## config.mk

```make
export PLATFORM = sky130hd
export DESIGN_NAME = stcci_queue
export DESIGN_NICKNAME = d
export VERILOG_FILES = /design/src/hw/rtl/stcci_pkg.sv /design/src/hw/rtl/stcci_queue.sv
export SDC_FILE = /design/constraint.sdc
export NUM_CORES = 1
export LEC_CHECK = 0
export ABC_AREA = 1
export BUFFER_PORTS_ARGS = -buffer_cell sky130_fd_sc_hd__buf_2
export CORE_AREA = 2 2 159 161
export CTS_CLUSTER_DIAMETER = 120
export DETAILED_ROUTE_END_ITERATION = 16
export DIE_AREA = 0 0 161 163
export PLACE_DENSITY = 0.79
export SLEW_MARGIN = 10
export SYNTH_ARGS = -nofsm -noshare
export SYNTH_HDL_FRONTEND = slang
export SYNTH_SLANG_ARGS = --single-unit
```

## constraint.sdc

```tcl
create_clock -name clk -period 5.1 [get_ports clk]
set_input_delay 0.51 -clock clk [delete_from_list [all_inputs] [get_ports clk]]
set_output_delay 0.51 -clock clk [all_outputs]
set_load 0.05 [all_outputs]
```

## src/hw/rtl/stcci_pkg.sv

```systemverilog
// Package for the 90 percent Student t confidence interval block.
// Holds request/result/job types, critical-value tables and pipeline widths.
// No dependencies.
`default_nettype none

package stcci_pkg;

  // Widths of the arithmetic datapath
  localparam int unsigned T_W    = 13;  // critical value in thousandths
  localparam int unsigned TT_W   = 26;  // t squared
  localparam int unsigned DEN_W  = 52;  // 1e6 * (n - 1)
  localparam int unsigned PROD_W = 50;  // t squared times one 24-bit half of the variance
  localparam int unsigned RHS_W  = 90;  // t^2 * var * 2^16
  localparam int unsigned Q_W    = 71;  // quotient rhs / den
  localparam int unsigned SQ_W   = 72;  // quotient padded to even width
  localparam int unsigned ROOT_W = 36;  // half width
  localparam int unsigned SREM_W = 38;  // square-root remainder

  localparam logic [T_W-1:0] T_LARGE_N = 13'd1645;
  localparam logic [T_W-1:0] T_N_1000  = 13'd1646;
  localparam logic [T_W-1:0] T_N_100   = 13'd1660;

  typedef struct packed {
    logic        [31:0] sample_count;
    logic signed [47:0] sample_mean;
    logic        [47:0] sample_variance;
  } stcci_in_t;

  typedef struct packed {
    logic signed [47:0] low_bound;
    logic signed [47:0] upper_bound;
    logic               count_invalid;
  } stcci_out_t;

  // Classified job passed from front to back
  typedef struct packed {
    logic [T_W-1:0]     t_crit;
    logic [31:0]        n_less1;
    logic signed [47:0] mean;
    logic [47:0]        variance;
    logic               zero_width;
    logic               invalid;
  } stcci_job_t;

  // Fields carried alongside the arithmetic
  typedef struct packed {
    logic signed [47:0] mean;
    logic               invalid;
    logic               zero_width;
  } stcci_side_t;

  // Dense critical values for n below 30
  function automatic logic [T_W-1:0] dense_t(input logic [4:0] idx);
    logic [T_W-1:0] v;
    case (idx)
      5'd1:    v = 13'd6314;
      5'd2:    v = 13'd2920;
      5'd3:    v = 13'd2353;
      5'd4:    v = 13'd2132;
      5'd5:    v = 13'd2015;
      5'd6:    v = 13'd1943;
      5'd7:    v = 13'd1895;
      5'd8:    v = 13'd1860;
      5'd9:    v = 13'd1833;
      5'd10:   v = 13'd1812;
      5'd11:   v = 13'd1796;
      5'd12:   v = 13'd1782;
      5'd13:   v = 13'd1771;
      5'd14:   v = 13'd1761;
      5'd15:   v = 13'd1753;
      5'd16:   v = 13'd1746;
      5'd17:   v = 13'd1740;
      5'd18:   v = 13'd1734;
      5'd19:   v = 13'd1729;
      5'd20:   v = 13'd1725;
      5'd21:   v = 13'd1721;
      5'd22:   v = 13'd1717;
      5'd23:   v = 13'd1714;
      5'd24:   v = 13'd1711;
      5'd25:   v = 13'd1708;
      5'd26:   v = 13'd1706;
      5'd27:   v = 13'd1703;
      5'd28:   v = 13'd1701;
      5'd29:   v = 13'd1699;
      default: v = '0;
    endcase
    return v;
  endfunction

  // Sparse critical values at n = 30, 40, ..., 100
  function automatic logic [T_W-1:0] sparse_t(input logic [2:0] idx);
    logic [T_W-1:0] v;
    case (idx)
      3'd0:    v = 13'd1697;
      3'd1:    v = 13'd1684;
      3'd2:    v = 13'd1676;
      3'd3:    v = 13'd1671;
      3'd4:    v = 13'd1667;
      3'd5:    v = 13'd1664;
      3'd6:    v = 13'd1662;
      default: v = 13'd1660;
    endcase
    return v;
  endfunction

endpackage

`default_nettype wire

```

## src/hw/rtl/stcci_queue.sv

```systemverilog
// Two-entry job queue between front end and back end.
// Depends on stcci_pkg.
`default_nettype none

module stcci_queue import stcci_pkg::*; (
  input  wire logic       clk,
  input  wire logic       rst_n,
  input  wire logic       push,
  input  wire stcci_job_t push_job,
  input  wire logic       pop,
  output logic            not_empty,
  output logic            full,
  output stcci_job_t      head
);

  localparam int unsigned DEPTH = 2;

  stcci_job_t  entry_r [DEPTH];
  logic        wr_ptr_r, wr_ptr_nxt;
  logic        rd_ptr_r, rd_ptr_nxt;
  logic [1:0]  cnt_r, cnt_nxt;
  logic        do_push, do_pop;

  // Advance pointers and count
  always_comb begin
    do_push    = push && (cnt_r != 2'(DEPTH));
    do_pop     = pop && (cnt_r != 2'd0);
    wr_ptr_nxt = wr_ptr_r ^ do_push;
    rd_ptr_nxt = rd_ptr_r ^ do_pop;
    cnt_nxt    = cnt_r + 2'(do_push) - 2'(do_pop);
  end

  always_ff @(posedge clk) begin
    if (!rst_n) begin
      wr_ptr_r <= 1'b0;
      rd_ptr_r <= 1'b0;
      cnt_r    <= 2'd0;
    end else begin
      wr_ptr_r <= wr_ptr_nxt;
      rd_ptr_r <= rd_ptr_nxt;
      cnt_r    <= cnt_nxt;
    end
    if (do_push) begin
      entry_r[wr_ptr_r] <= push_job;
    end
  end

  assign not_empty = (cnt_r != 2'd0);
  assign full      = (cnt_r == 2'(DEPTH));
  assign head      = entry_r[rd_ptr_r];

  // Catch overflow, count range, fill without a push
  a_no_overflow: assert property (@(posedge clk) disable iff (!rst_n)
    !(push && full && !pop))
    else $error("job queue overflow");
  a_cnt_range: assert property (@(posedge clk) disable iff (!rst_n)
    cnt_r <= 2'(DEPTH))
    else $error("job queue count out of range");
  a_pop_empty: assert property (@(posedge clk) disable iff (!rst_n)
    (cnt_r == 2'd0) && !push |=> (cnt_r == 2'd0))
    else $error("job queue filled without a push");

endmodule

`default_nettype wire

```

==> impl_metrics.prom <==
# TYPE chip_impl_metric gauge
chip_impl_info{name="run_status",value="complete, no violations"} 1
chip_impl_metric{name="multi_input_area",unit="sq um"} 2021
chip_impl_metric{name="cts-buffers-inserted",unit=""} 29
chip_impl_metric{name="grt_pass1_wl",unit="um"} 29990
chip_impl_metric{name="grt_max_degree",unit=""} 92
chip_impl_metric{name="yosys.cell_types.count",unit=""} 13
chip_impl_metric{name="detail_route.wirelength",unit="um"} 19980
chip_impl_metric{name="hold_depth",unit=""} 1
chip_impl_metric{name="yosys-mux-area-fraction",unit=""} 0.1725
chip_impl_metric{name="core.rowCount",unit=""} 58
chip_impl_metric{name="detail_route.wl_per_cell",unit="um"} 17.39
chip_impl_metric{name="max-vdd-ir-drop",unit="mV"} 0.4393
chip_impl_info{name="worstSetupStartpointType",value="flop"} 1
chip_impl_metric{name="fin_worst_hold_slack",unit="ns"} 0.1630
chip_impl_metric{name="post_synth_xor_area_fraction",unit=""} 0
chip_impl_metric{name="areaGrowthSynthToFinish",unit="%"} 26.01
chip_impl_metric{name="final.fill_count",unit=""} 1968
chip_impl_metric{name="grt_antenna_before_repair",unit=""} 3
chip_impl_info{name="r2r_end",value="entry_r[0][134]"} 1
chip_impl_metric{name="timing.final.crit_period",unit="ns"} 3.028
chip_impl_metric{name="synthesis.area",unit="sq um"} 10860
chip_impl_metric{name="tightest_slew",unit="ns"} 0.9549
chip_impl_metric{name="design.die.area",unit="sq um"} 26240
chip_impl_metric{name="power_dens_cells",unit="nW/um^2"} 600.0
chip_impl_metric{name="detailedPlacementHpwl",unit="um"} 13240
chip_impl_metric{name="die_y",unit="um"} 163
chip_impl_metric{name="grt_usage",unit=""} 0.1458
chip_impl_metric{name="synth_adder_area_share",unit=""} 0.004609
chip_impl_metric{name="boundaryPins",unit=""} 292
chip_impl_metric{name="cp.arrival",unit="ns"} 2.52
chip_impl_metric{name="cts_hold_buf",unit=""} 0
chip_impl_metric{name="cts.clk_slew.worst_paths",unit="ns"} 0.06
chip_impl_metric{name="maximum_clock_path_buffer_count",unit=""} 3
chip_impl_metric{name="post_cts_setup_buffer_count",unit=""} 0
chip_impl_info{name="cts_tree",value="done"} 1
chip_impl_info{name="clock_tree.root_cell",value="sky130_fd_sc_hd__clkbuf_16"} 1
chip_impl_metric{name="grt_pass1_vias",unit=""} 5620
chip_impl_metric{name="final.period_utilization",unit=""} 0.5936
chip_impl_metric{name="power.leakage",unit="nW"} 5.268
chip_impl_metric{name="placeableCoreArea",unit="sq um"} 24670
chip_impl_metric{name="path_max_fanout",unit=""} 44
chip_impl_metric{name="clkLatencyLatePin",unit="ns"} 0.53
chip_impl_metric{name="post_synth_and_or_nand_nor_area_fraction",unit=""} 0.005762
chip_impl_metric{name="worst-r2r-cell-count",unit=""} 5
chip_impl_info{name="synth_top_family_by_area",value="multiplexers"} 1
chip_impl_metric{name="max_cap_violations",unit=""} 0
chip_impl_metric{name="dieWidth",unit="um"} 161
chip_impl_metric{name="antenna_violating_nets_post_route",unit=""} 0
chip_impl_metric{name="detail_route.vias_per_cell",unit=""} 4.741
chip_impl_metric{name="drc_violation_total_after_the_first_tritonroute_iteration",unit=""} 289
chip_impl_metric{name="remaining_drc_errors",unit=""} 0
chip_impl_metric{name="nets",unit=""} 945
chip_impl_metric{name="ctsResizeCount",unit=""} 0
chip_impl_info{name="min_to",value="entry_r[0][56]"} 1
chip_impl_info{name="hold_path_startpoint",value="push_job[56]"} 1
chip_impl_metric{name="clock-sinks",unit=""} 291
chip_impl_metric{name="r2r_setup_slack",unit="ns"} 2.66
chip_impl_metric{name="timing.final.hold_violations",unit=""} 0
chip_impl_metric{name="syn_nets",unit=""} 633
chip_impl_metric{name="via_count",unit=""} 5447
chip_impl_metric{name="synth_compound_area_frac",unit=""} 0.0009219
chip_impl_metric{name="start_util",unit=""} 0.4401
chip_impl_metric{name="slew_viol_final",unit=""} 0
chip_impl_metric{name="fin_tns_setup",unit="ns"} 0
chip_impl_metric{name="ys_seq_area_frac",unit=""} 0.8002
chip_impl_info{name="end_kind",value="output port"} 1
chip_impl_metric{name="max_freq",unit="GHz"} 0.3303
chip_impl_metric{name="synth-seq-cells",unit=""} 291
chip_impl_metric{name="ys_warn_count",unit=""} 0
chip_impl_metric{name="htree_levels",unit=""} 1
chip_impl_metric{name="cp_data_required_time",unit="ns"} 4.59
chip_impl_metric{name="syn_area_per_cell",unit="sq um"} 22.53
chip_impl_metric{name="timing.max_slew.rel_slack",unit=""} 0.3634
chip_impl_info{name="setup.worst_path.class",value="flop to output port"} 1
chip_impl_metric{name="finalClockSkew",unit="ns"} 0.008770
chip_impl_info{name="worstHoldPathType",value="input pin to flop"} 1
chip_impl_metric{name="layout_cells_sized_above_1",unit=""} 0.6005
chip_impl_metric{name="drt_pre_antenna_iters",unit=""} 4
chip_impl_info{name="setup_repair_after_global_routing_missed_its_margin",value="no"} 1
chip_impl_metric{name="grt-ovfl-total",unit=""} 0
chip_impl_info{name="r2r_start",value="cnt_r[1]"} 1
chip_impl_metric{name="io_buffer_count",unit=""} 291
chip_impl_metric{name="register_area",unit="sq um"} 8692
chip_impl_metric{name="setup_viol",unit=""} 0
chip_impl_metric{name="routabilityCongestion",unit=""} 0.7430
chip_impl_metric{name="synth_cells",unit=""} 482
## power breakdown
group	total (mW)	internal [mW]	leakage [nW]	switching, mW
Sequential	3.23	3.11	2.71	0.127
Combinational	2.84	0.819	2.06	2.02
Clock	2.14	1.30	0.491	0.836
## through the flow
stage          power, mW  setup WS [ns]  std cells    util  area, sq um
3_5_place_dp       6.153          2.469       1093  0.5143        12690
4_1_cts            8.313          1.995       1146  0.5542        13670
3_3_place_gp       6.102          2.492       1093  0.5143        12690
2_1_floorplan      5.608         0.5522        482       -        10860
5_1_grt            8.525          1.914       1148  0.5544        13680
6_report           8.209          2.072       1149  0.5545        13680
## worst max path at each step
stage                     slack, ns  cells after the start             end
after detailed placement       2.47                      5  entry_r[0][94]
after global routing           1.91                      3        head[23]
after CTS                      2.00                      3        head[23]
after global placement         2.49                      5  entry_r[0][94]
final                          2.07                      3        head[23]
after floorplan                0.55                      3   entry_r[1][0]
## cell type report
| cell class | count | share of cell area |
|---|---|---|
| Sequential cell | 291 | 0.6353 |
| Multi-Input combinational cell | 165 | 0.1477 |
| Timing Repair Buffer | 297 | 0.1116 |
| Clock buffer | 36 | 0.05789 |
| Tap cell | 330 | 0.03018 |
| Clock inverter | 17 | 0.01408 |
| Inverter | 10 | 0.002743 |
| Antenna cell | 3 | 0.0005487 |
## cells in the mapped netlist
master / instances / share of area
sky130_fd_sc_hd__a21oi_1: 1 / 0.00046
sky130_fd_sc_hd__buf_2: 7 / 0.0032
sky130_fd_sc_hd__buf_6: 9 / 0.0093
sky130_fd_sc_hd__dfxtp_1: 5 / 0.0092
sky130_fd_sc_hd__edfxtp_1: 286 / 0.79
sky130_fd_sc_hd__ha_1: 4 / 0.0046
sky130_fd_sc_hd__inv_1: 10 / 0.0035
sky130_fd_sc_hd__mux2_2: 73 / 0.076
sky130_fd_sc_hd__mux2_4: 70 / 0.097
sky130_fd_sc_hd__nand2_1: 6 / 0.0021
sky130_fd_sc_hd__nand3_1: 2 / 0.00092
sky130_fd_sc_hd__nor2_1: 8 / 0.0028
sky130_fd_sc_hd__o21ai_0: 1 / 0.00046
## layout by cell type (no fill, tap or decap)
| cell type | Yosys | layout |
|---|---|---|
| sky130_fd_sc_hd__buf_2 | 7 | 291 |
| sky130_fd_sc_hd__edfxtp_1 | 286 | 286 |
| sky130_fd_sc_hd__mux2_2 | 73 | 73 |
| sky130_fd_sc_hd__mux2_4 | 70 | 70 |
| sky130_fd_sc_hd__clkbuf_16 | 0 | 29 |
| sky130_fd_sc_hd__inv_1 | 10 | 10 |
| sky130_fd_sc_hd__nor2_1 | 8 | 8 |
| sky130_fd_sc_hd__clkinv_2 | 0 | 7 |
| sky130_fd_sc_hd__nand2_1 | 6 | 6 |
| sky130_fd_sc_hd__bufinv_16 | 0 | 4 |
| sky130_fd_sc_hd__clkbuf_8 | 0 | 4 |
| sky130_fd_sc_hd__dfxtp_1 | 5 | 4 |
| sky130_fd_sc_hd__buf_4 | 0 | 4 |
| sky130_fd_sc_hd__diode_2 | 0 | 3 |
| sky130_fd_sc_hd__clkbuf_1 | 0 | 3 |
| sky130_fd_sc_hd__clkinv_1 | 0 | 3 |
| sky130_fd_sc_hd__nand3_1 | 2 | 2 |
| sky130_fd_sc_hd__ha_1 | 4 | 2 |
| sky130_fd_sc_hd__ha_4 | 0 | 2 |
| sky130_fd_sc_hd__clkinv_4 | 0 | 2 |
| sky130_fd_sc_hd__buf_12 | 0 | 2 |
| sky130_fd_sc_hd__o21ai_0 | 1 | 1 |
| sky130_fd_sc_hd__a21oi_1 | 1 | 1 |
| sky130_fd_sc_hd__dfxtp_4 | 0 | 1 |
| sky130_fd_sc_hd__inv_6 | 0 | 1 |
## cells by family (layout without fill, tap and decap cells)
group / Yosys count / in the layout
mux: 143 / 143
other cells: 0 / 3
fa+ha+maj: 4 / 4
buf+inv: 26 / 360
simple gates: 16 / 16
flops: 291 / 291
compound gates: 2 / 2
## flip-flops by register name, summed over array words and instances, names as in the netlist, named ones only
signal,count
entry_r,286
rd_ptr_r,1
cnt_r,2
wr_ptr_r,1
## worst max-delay path: stages, from the launching register on
cell	delay, ns
sky130_fd_sc_hd__dfxtp_4	0.66
sky130_fd_sc_hd__buf_4	0.66
sky130_fd_sc_hd__mux2_2	0.41
sky130_fd_sc_hd__buf_2	0.21
## per-layer routing
metal  GRT usage  vias to the layer above  wire length [um]
met5           0                        -                 0
met4     0.04992                        0               527
met3     0.04304                       37              1672
li1            -                     2521                 -
met1      0.1730                     2675              7527
met2      0.2548                      214             10260
Power figures use the tool's default switching activity.
