==> config.mk <==
export PLATFORM = sky130hd
export DESIGN_NAME = stcci_front
export DESIGN_NICKNAME = d
export VERILOG_FILES = /design/src/hw/rtl/stcci_pkg.sv /design/src/hw/rtl/stcci_front.sv
export SDC_FILE = /design/constraint.sdc
export NUM_CORES = 1
export LEC_CHECK = 0
export BUFFER_PORTS_ARGS = -buffer_cell sky130_fd_sc_hd__buf_2
export CAP_MARGIN = 20
export CORE_ASPECT_RATIO = 0.8
export CORE_MARGIN = 5
export CORE_UTILIZATION = 50
export CTS_CLUSTER_DIAMETER = 120
export DETAILED_ROUTE_END_ITERATION = 6
export GPL_TIMING_DRIVEN = 0
export PLACE_DENSITY = 0.79
export SLEW_MARGIN = 20
export SYNTH_ARGS = -nofsm -noshare
export SYNTH_HDL_FRONTEND = slang
export SYNTH_SLANG_ARGS = --single-unit
==> constraint.sdc <==
create_clock -name clk -period 13.7 [get_ports clk]
set_clock_uncertainty 0.1 [all_clocks]
set_input_delay 0.685 -clock clk [delete_from_list [all_inputs] [get_ports clk]]
set_output_delay 0.685 -clock clk [all_outputs]
set_load 0.05 [all_outputs]
==> src/hw/rtl/stcci_pkg.sv <==
// Package for the 90 percent Student t confidence interval block.
// Holds request/result/job types, critical-value tables and pipeline widths.
// No dependencies.
`default_nettype none

package stcci_pkg;

  // Widths of the arithmetic datapath
  localparam int unsigned T_W    = 13;  // critical value in thousandths
  localparam int unsigned TT_W   = 26;  // t squared
  localparam int unsigned DEN_W  = 52;  // 1e6 * (n - 1)
  localparam int unsigned PROD_W = 50;  // t squared times one 24-bit half of the variance
  localparam int unsigned RHS_W  = 90;  // t^2 * var * 2^16
  localparam int unsigned Q_W    = 71;  // quotient rhs / den
  localparam int unsigned SQ_W   = 72;  // quotient padded to even width
  localparam int unsigned ROOT_W = 36;  // half width
  localparam int unsigned SREM_W = 38;  // square-root remainder

  localparam logic [T_W-1:0] T_LARGE_N = 13'd1645;
  localparam logic [T_W-1:0] T_N_1000  = 13'd1646;
  localparam logic [T_W-1:0] T_N_100   = 13'd1660;

  typedef struct packed {
    logic        [31:0] sample_count;
    logic signed [47:0] sample_mean;
    logic        [47:0] sample_variance;
  } stcci_in_t;

  typedef struct packed {
    logic signed [47:0] low_bound;
    logic signed [47:0] upper_bound;
    logic               count_invalid;
  } stcci_out_t;

  // Classified job passed from front to back
  typedef struct packed {
    logic [T_W-1:0]     t_crit;
    logic [31:0]        n_less1;
    logic signed [47:0] mean;
    logic [47:0]        variance;
    logic               zero_width;
    logic               invalid;
  } stcci_job_t;

  // Fields carried alongside the arithmetic
  typedef struct packed {
    logic signed [47:0] mean;
    logic               invalid;
    logic               zero_width;
  } stcci_side_t;

  // Dense critical values for n below 30
  function automatic logic [T_W-1:0] dense_t(input logic [4:0] idx);
    logic [T_W-1:0] v;
    case (idx)
      5'd1:    v = 13'd6314;
      5'd2:    v = 13'd2920;
      5'd3:    v = 13'd2353;
      5'd4:    v = 13'd2132;
      5'd5:    v = 13'd2015;
      5'd6:    v = 13'd1943;
      5'd7:    v = 13'd1895;
      5'd8:    v = 13'd1860;
      5'd9:    v = 13'd1833;
      5'd10:   v = 13'd1812;
      5'd11:   v = 13'd1796;
      5'd12:   v = 13'd1782;
      5'd13:   v = 13'd1771;
      5'd14:   v = 13'd1761;
      5'd15:   v = 13'd1753;
      5'd16:   v = 13'd1746;
      5'd17:   v = 13'd1740;
      5'd18:   v = 13'd1734;
      5'd19:   v = 13'd1729;
      5'd20:   v = 13'd1725;
      5'd21:   v = 13'd1721;
      5'd22:   v = 13'd1717;
      5'd23:   v = 13'd1714;
      5'd24:   v = 13'd1711;
      5'd25:   v = 13'd1708;
      5'd26:   v = 13'd1706;
      5'd27:   v = 13'd1703;
      5'd28:   v = 13'd1701;
      5'd29:   v = 13'd1699;
      default: v = '0;
    endcase
    return v;
  endfunction

  // Sparse critical values at n = 30, 40, ..., 100
  function automatic logic [T_W-1:0] sparse_t(input logic [2:0] idx);
    logic [T_W-1:0] v;
    case (idx)
      3'd0:    v = 13'd1697;
      3'd1:    v = 13'd1684;
      3'd2:    v = 13'd1676;
      3'd3:    v = 13'd1671;
      3'd4:    v = 13'd1667;
      3'd5:    v = 13'd1664;
      3'd6:    v = 13'd1662;
      default: v = 13'd1660;
    endcase
    return v;
  endfunction

endpackage

`default_nettype wire

==> src/hw/rtl/stcci_front.sv <==
// Front end: accepts requests and classifies them into jobs with a critical value.
// Depends on stcci_pkg.
`default_nettype none

module stcci_front import stcci_pkg::*; (
  input  wire logic       clk,
  input  wire logic       rst_n,
  input  wire logic       accept,
  input  wire stcci_in_t  req,
  output logic            job_valid,
  output stcci_job_t      job
);

  logic           job_valid_r, job_valid_nxt;
  stcci_job_t     job_r, job_nxt;
  logic [31:0]    n;
  logic [6:0]     x_mid;
  logic [2:0]     seg;
  logic [3:0]     j_mid;
  logic [T_W-1:0] v_lo, v_hi;
  logic [3:0]     drop;
  logic [7:0]     y_mid;
  logic [3:0]     c_mid;
  logic [9:0]     j_long;
  logic [13:0]    y_long;
  logic [4:0]     c_long;
  logic [T_W-1:0] t_sel;

  // Look up or interpolate the critical value
  always_comb begin
    n      = req.sample_count;
    x_mid  = n[6:0] - 7'd30;
    seg    = 3'((14'(x_mid) * 14'd205) >> 11);
    j_mid  = 4'(x_mid - 7'(seg) * 7'd10);
    v_lo   = sparse_t(seg);
    v_hi   = sparse_t(seg + 3'd1);
    drop   = 4'(v_lo - v_hi);
    y_mid  = 8'(8'(j_mid) * 8'(drop)) + 8'd9;
    c_mid  = 4'((16'(y_mid) * 16'd205) >> 11);
    j_long = n[9:0] - 10'd100;
    y_long = 14'(14'(j_long) * 14'd14) + 14'd899;
    c_long = 5'((29'(y_long) * 29'd18642) >> 24);
    if (n < 32'd30) begin
      t_sel = dense_t(n[4:0]);
    end else if (n > 32'd1000) begin
      t_sel = T_LARGE_N;
    end else if (n == 32'd1000) begin
      t_sel = T_N_1000;
    end else if (n == 32'd100) begin
      t_sel = T_N_100;
    end else if (n < 32'd100) begin
      t_sel = v_lo - T_W'(c_mid);
    end else begin
      t_sel = T_N_100 - T_W'(c_long);
    end
    job_nxt.t_crit     = t_sel;
    job_nxt.n_less1    = n - 32'd1;
    job_nxt.mean       = req.sample_mean;
    job_nxt.variance   = req.sample_variance;
    job_nxt.zero_width = (n <= 32'd1);
    job_nxt.invalid    = (n == 32'd0);
    job_valid_nxt      = accept;
  end

  // Register the classified job
  always_ff @(posedge clk) begin
    if (!rst_n) begin
      job_valid_r <= 1'b0;
    end else begin
      job_valid_r <= job_valid_nxt;
    end
    job_r <= job_nxt;
  end

  assign job_valid = job_valid_r;
  assign job       = job_r;

endmodule

`default_nettype wire

==> results of run 1 <==
[how the worst max path moves through the flow]
stage	endpoint	slack, ps	cells past startpoint
finish	job[134]	500	57
global route	job[135]	-70	58
CTS	job[135]	20	60
detailed placement	job[135]	-1540	61
global placement	job[134]	-1360	60
floorplan	job[135]	220	64
[placed cells by master, fill, tap and decap left out, types with 5 or more instances in the layout]
cell / n
nor4_1: 10
inv_1: 106
dfxtp_1: 144
fa_1: 66
nand3_1: 24
ha_1: 225
nor2_1: 54
or2_2: 5
buf_2: 273
clkbuf_1: 6
buf_6: 5
and3_1: 10
clkbuf_16: 17
o31ai_1: 10
diode_2: 9
o21bai_1: 6
xnor2_1: 44
o21ai_0: 26
nand2b_1: 11
and2_1: 6
nand4_1: 8
nand2_1: 53
a211oi_1: 7
mux2i_1: 6
o211ai_1: 14
a31oi_1: 5
xor2_1: 39
a21o_1: 7
nor3_1: 16
a21oi_1: 37
buf_4: 14
[sequential cells by signal (all words and copies together) (netlist names)]
register   count
job          143
job_valid      1
[cell type report]
| type | count | area [um2] |
|---|---|---|
| Tap cell | 275 | 344.1 |
| Buffer | 24 | 183.9 |
| Inverter | 113 | 435.4 |
| Sequential cell | 144 | 2883 |
| Clock inverter | 15 | 152.6 |
| Clock buffer | 17 | 425.4 |
| Multi-Input combinational cell | 796 | 7787 |
| Antenna cell | 9 | 22.52 |
| Fill cell | 1734 | 7943 |
| Timing Repair Buffer | 282 | 1444 |
[per-layer routing]
layer / routed length [um] / GRT usage, %
met3: 2203 / 4.711
met4: 714 / 7.957
met5: 11 / 0
met2: 14790 / 39.59
met1: 12390 / 28.79
[through the flow]
stage	setup WS, ps	setup TNS (ps)	area [um2]	std cells	hold WS, ps
finish	502.2	0	13680	1675	261.2
global route	-65.38	-86.05	13680	1674	251.3
CTS	17.61	0	13440	1660	252.5
detailed placement	-1540	-10470	12720	1623	688.6
global placement	-1360	-9157	12720	1623	686.8
floorplan	224.6	0	11020	1078	612.7
[kinds of logic after synthesis]
family / count (synthesis) / synth area share [%]
compound gates: 156 / 9.649
xor+xnor: 96 / 8.219
fa+ha+maj: 297 / 38.20
flops: 144 / 26.16
mux: 9 / 0.9536
buf+inv: 138 / 5.222
simple gates: 238 / 11.60
[what timing repair did]
item | CTS | global route
endpoints found under the setup margin | 8 | 8
resized for setup | 23 | 43
buffers inserted | 6 | 6
pin swaps | 5 | 15
gates cloned | 0 | 0
==> results.py, run 1 <==
metrics = {
    "yosys": {
        "syn_nets": 1505,
        "async_reset_ff_share_pct": 0,
        "netlist_top_cells_count": "230 x ha_1, 144 x dfxtp_1, 110 x inv_1, 66 x fa_1, 57 x nor2_1",
        "synth_area_leader_cell": "dfxtp_1",
        "yosysMostFrequentCell": "ha_1",
        "synth.top_cell.area_share_pct": 26.16,
        "synth_area_per_cell_um2": 10.22,
        "seq_area_frac_synth_pct": 26.16,
        "synth-edff-count": 0,
        "ys_ff_latch": 144,
        "syn_area_um2": 11020,
        "synthDistinctLibCells": 85,
        "postSynthCellCount": 1078,
        "synth_top_cells_by_area": "dfxtp_1 26%, ha_1 26%, fa_1 12%",
        "synth-main-ff-cell": "dfxtp_1",
        "ys_warn_count": 0,
    },
    "global_routing": {
        "overflow": 0,
        "grtUsageTotal_pct": 22.93,
        "antenna_found_initial": 9,
        "grt_pass1_wl_mm": 46.15,
        "grt_pass1_vias": 8983,
        "grt_max_degree": 17,
    },
    "drt": {
        "finalWirelength_mm": 30.11,
        "avgViaCountPerCell": 5.383,
        "drc": 0,
        "postRouteAntennaNets": 0,
        "first_pass_iters": 5,
        "route.vias.total": 9016,
        "wl_per_cell_um": 17.97,
        "drt_iter0_markers": 706,
    },
    "sta": {
        "setup_viol": 0,
        "slew_violations": 0,
        "slew_headroom_pct": 39.49,
        "fmax_ghz": 0.07577,
        "min_period_ps": 13200,
        "period_share_pct": 96.33,
        "finalHoldViolCount": 0,
        "worstMarginPinSlew_ps": 901.2,
    },
    "setup_path": {
        "endpoint_kind": "flop",
        "crit_family": "adder cells",
        "cp_max_fo": 10,
        "crit_buf_inv": 9,
        "worst_setup_path_start_kind": "primary input",
        "startpoint": "req[98]",
        "crit_type": "in2reg",
        "critPathArrivalTime_ps": 13410,
        "cp_slowest_cell": "fa_1",
        "max_stage_delay_ps": 540,
        "cp_data_required_time_ps": 13910,
    },
    "hold_path": {
        "min_to": "job[53]",
        "hp-start": "req[51]",
        "worstHoldPathCells": 1,
        "hold_class": "in2reg",
    },
    "clock_tree": {
        "path_clk_slew_ps": 80,
        "cts_buffers": 17,
        "htreeDepth": 4,
        "cts_hold_buf": 0,
        "cts.sinks": 144,
        "cts_tree": "built",
        "cts_root_buffer": "clkbuf_16",
        "clockBufferDepth": 2,
    },
    "floorplanning": {
        "core.rowCount": 48,
        "die-area_um2": 25130,
        "floorplan.initialDensity_pct": 50.98,
        "io_pins": 275,
        "core-area_um2": 21620,
        "dieHeight_um": 142.8,
        "fp.dieW_um": 176.0,
    },
    "place": {
        "post-dp-hpwl_mm": 24.31,
        "numPortBuffers": 270,
        "gp_congestion": 0.9636,
    },
    "final_layout": {
        "final_util_pct": 63.26,
        "drive_gt1_share_pct": 28.83,
        "nets": 1805,
        "syn_to_final_growth_pct": 24.10,
    },
    "run_status": {
        "status": "completed",
    },
    "run": {
        "cap_violations": 0,
    },
}
Power of run 1 is left out: the tool's default activity adds up to more than one toggle a clock period on the data nets, which glitch-free logic cannot reach.
==> run 2, diff against run 1 <==
--- a/config.mk
+++ b/config.mk
@@ -9,11 +9,11 @@
 export CAP_MARGIN = 20
 export CORE_ASPECT_RATIO = 0.8
 export CORE_MARGIN = 5
-export CORE_UTILIZATION = 50
+export CORE_UTILIZATION = 55
 export CTS_CLUSTER_DIAMETER = 120
 export DETAILED_ROUTE_END_ITERATION = 6
 export GPL_TIMING_DRIVEN = 0
-export PLACE_DENSITY = 0.79
+export PLACE_DENSITY = 0.78
 export SLEW_MARGIN = 20
 export SYNTH_ARGS = -nofsm -noshare
 export SYNTH_HDL_FRONTEND = slang
==> constraint.sdc (replaced) <==
create_clock -name clk -period 12.3 [get_ports clk]
set_clock_uncertainty 0.1 [all_clocks]
set_input_delay 0.615 -clock clk [delete_from_list [all_inputs] [get_ports clk]]
set_output_delay 0.615 -clock clk [all_outputs]
set_load 0.02 [all_outputs]
==> results.py, run 2 (synthesized netlist as in run 1, its figures left out) <==
metrics = {
    "floorplanning": {
        "dieHeight_um": 136.6,
        "die-area_um2": 22990,
        "core-area_um2": 19740,
        "fp.dieW_um": 168.3,
        "core.rowCount": 46,
        "io_pins": 275,
        "floorplan.initialDensity_pct": 55.83,
    },
    "final_layout": {
        "syn_to_final_growth_pct": 31.51,
        "layout_common_cells": "270 x buf_2, 207 x ha_1, 144 x dfxtp_1",
        "stdcell_count": 1696,
        "final_common_cell": "buf_2",
        "final_util_pct": 73.43,
        "seqCellArea_um2": 2883,
        "drive_gt1_share_pct": 34.25,
        "nets": 1839,
        "largest_reg_flops": 143,
        "multiInputGateArea_um2": 8247,
        "filler_cell_count": 1349,
    },
    "clock_tree": {
        "cts_root_buffer": "clkbuf_16",
        "clockBufferDepth": 2,
        "htreeDepth": 4,
        "path_clk_slew_ps": 70,
        "cts_tree": "built",
        "cts_hold_buf": 0,
        "cts.sinks": 144,
        "cts_buffers": 17,
    },
    "global_routing": {
        "grt_pass1_wl_mm": 46.35,
        "grtUsageTotal_pct": 25.45,
        "grt_max_degree": 17,
        "overflow": 0,
        "antenna_found_initial": 7,
        "grt_pass1_vias": 8837,
    },
    "drt": {
        "drc": 0,
        "postRouteAntennaNets": 0,
        "drt_iter0_markers": 608,
        "first_pass_iters": 7,
        "avgViaCountPerCell": 5.475,
        "finalWirelength_mm": 31.87,
        "wl_per_cell_um": 18.79,
        "route.vias.total": 9285,
    },
    "place": {
        "post-dp-hpwl_mm": 24.41,
        "placed_cells": 1612,
        "gp_congestion": 0.9248,
        "dpl_worst_slack_ps": -1536,
        "numPortBuffers": 270,
    },
    "run_status": {
        "status": "finished, violations left",
        "violations": "negative setup slack",
    },
    "sta": {
        "slew_headroom_pct": 33.36,
        "fin_ws_ps": -112.6,
        "worstMarginPinSlew_ps": 992.5,
        "period_share_pct": 100.9,
        "fmax_ghz": 0.08056,
        "finalHoldViolCount": 0,
        "tns_ps": -179.1,
        "min_period_ps": 12410,
        "slew_violations": 0,
        "setup_viol": 3,
        "grt_setup_unrepaired": "true",
    },
    "setup_path": {
        "endpoint_kind": "flop",
        "max_stage_delay_ps": 560,
        "worst_setup_path_start_kind": "primary input",
        "cp_data_required_time_ps": 12530,
        "crit_type": "in2reg",
        "cp_slowest_cell": "fa_1",
        "cpMostUsedCell": "fa_1",
        "cp_max_fo": 10,
        "crit_buf_inv": 12,
        "critPathArrivalTime_ps": 12640,
        "crit_family": "adder cells",
    },
    "run": {
        "cap_violations": 0,
    },
    "hold_path": {
        "hold_class": "in2reg",
    },
}
## run 2: changes by cell type in the layout (fill, tap and decap cells not counted), sizes merged
cell      previous run  this run
clkbuf              29        32
inv                117       121
clkinv               7         4
buf                294       326
clkinvlp             3         1
diode                9         7
## run 2: cell type report
| class | count | area share, % |
|---|---|---|
| clock buffers | 18 | 3.030 |
| repair buffers | 316 | 11.92 |
| flip-flops and latches | 144 | 19.89 |
| plain buffers | 24 | 1.718 |
| clock inverters | 14 | 1.105 |
| well taps | 264 | 2.279 |
| diodes | 7 | 0.1208 |
| inverters | 113 | 3.047 |
| multi-input cells | 796 | 56.89 |
## run 2: per-layer routing
| layer | up-vias | wire (um) | global-route usage [%] |
|---|---|---|---|
| met5 | - | 0 | 0 |
| met4 | 0 | 1065 | 9.283 |
| met3 | 79 | 2210 | 4.389 |
| met2 | 383 | 15890 | 43.02 |
| met1 | 4422 | 12700 | 33.07 |
| li1 | 4401 | - | - |
## run 2: worst paths after layout
check | start | endpoint | slack, ps | cells past startpoint
max | req[100] | job[134] | -110 | 63
min | req[86] | job[88] | 180 | 1
## run 2: what timing repair did
item	in CTS	in global routing
buffers inserted	27	19
setup endpoints to repair	8	7
resized for setup	40	73
pin swaps	27	60
## run 2: per-stage QoR
stage	instance area (um2)	hold slack (ps)
finish	14500	184.8
global route	14500	166.6
CTS	13890	172.0
detailed placement	12870	618.6
global placement	12870	617.2
floorplan	11190	542.7
Power of run 2 is left out for the same reason.
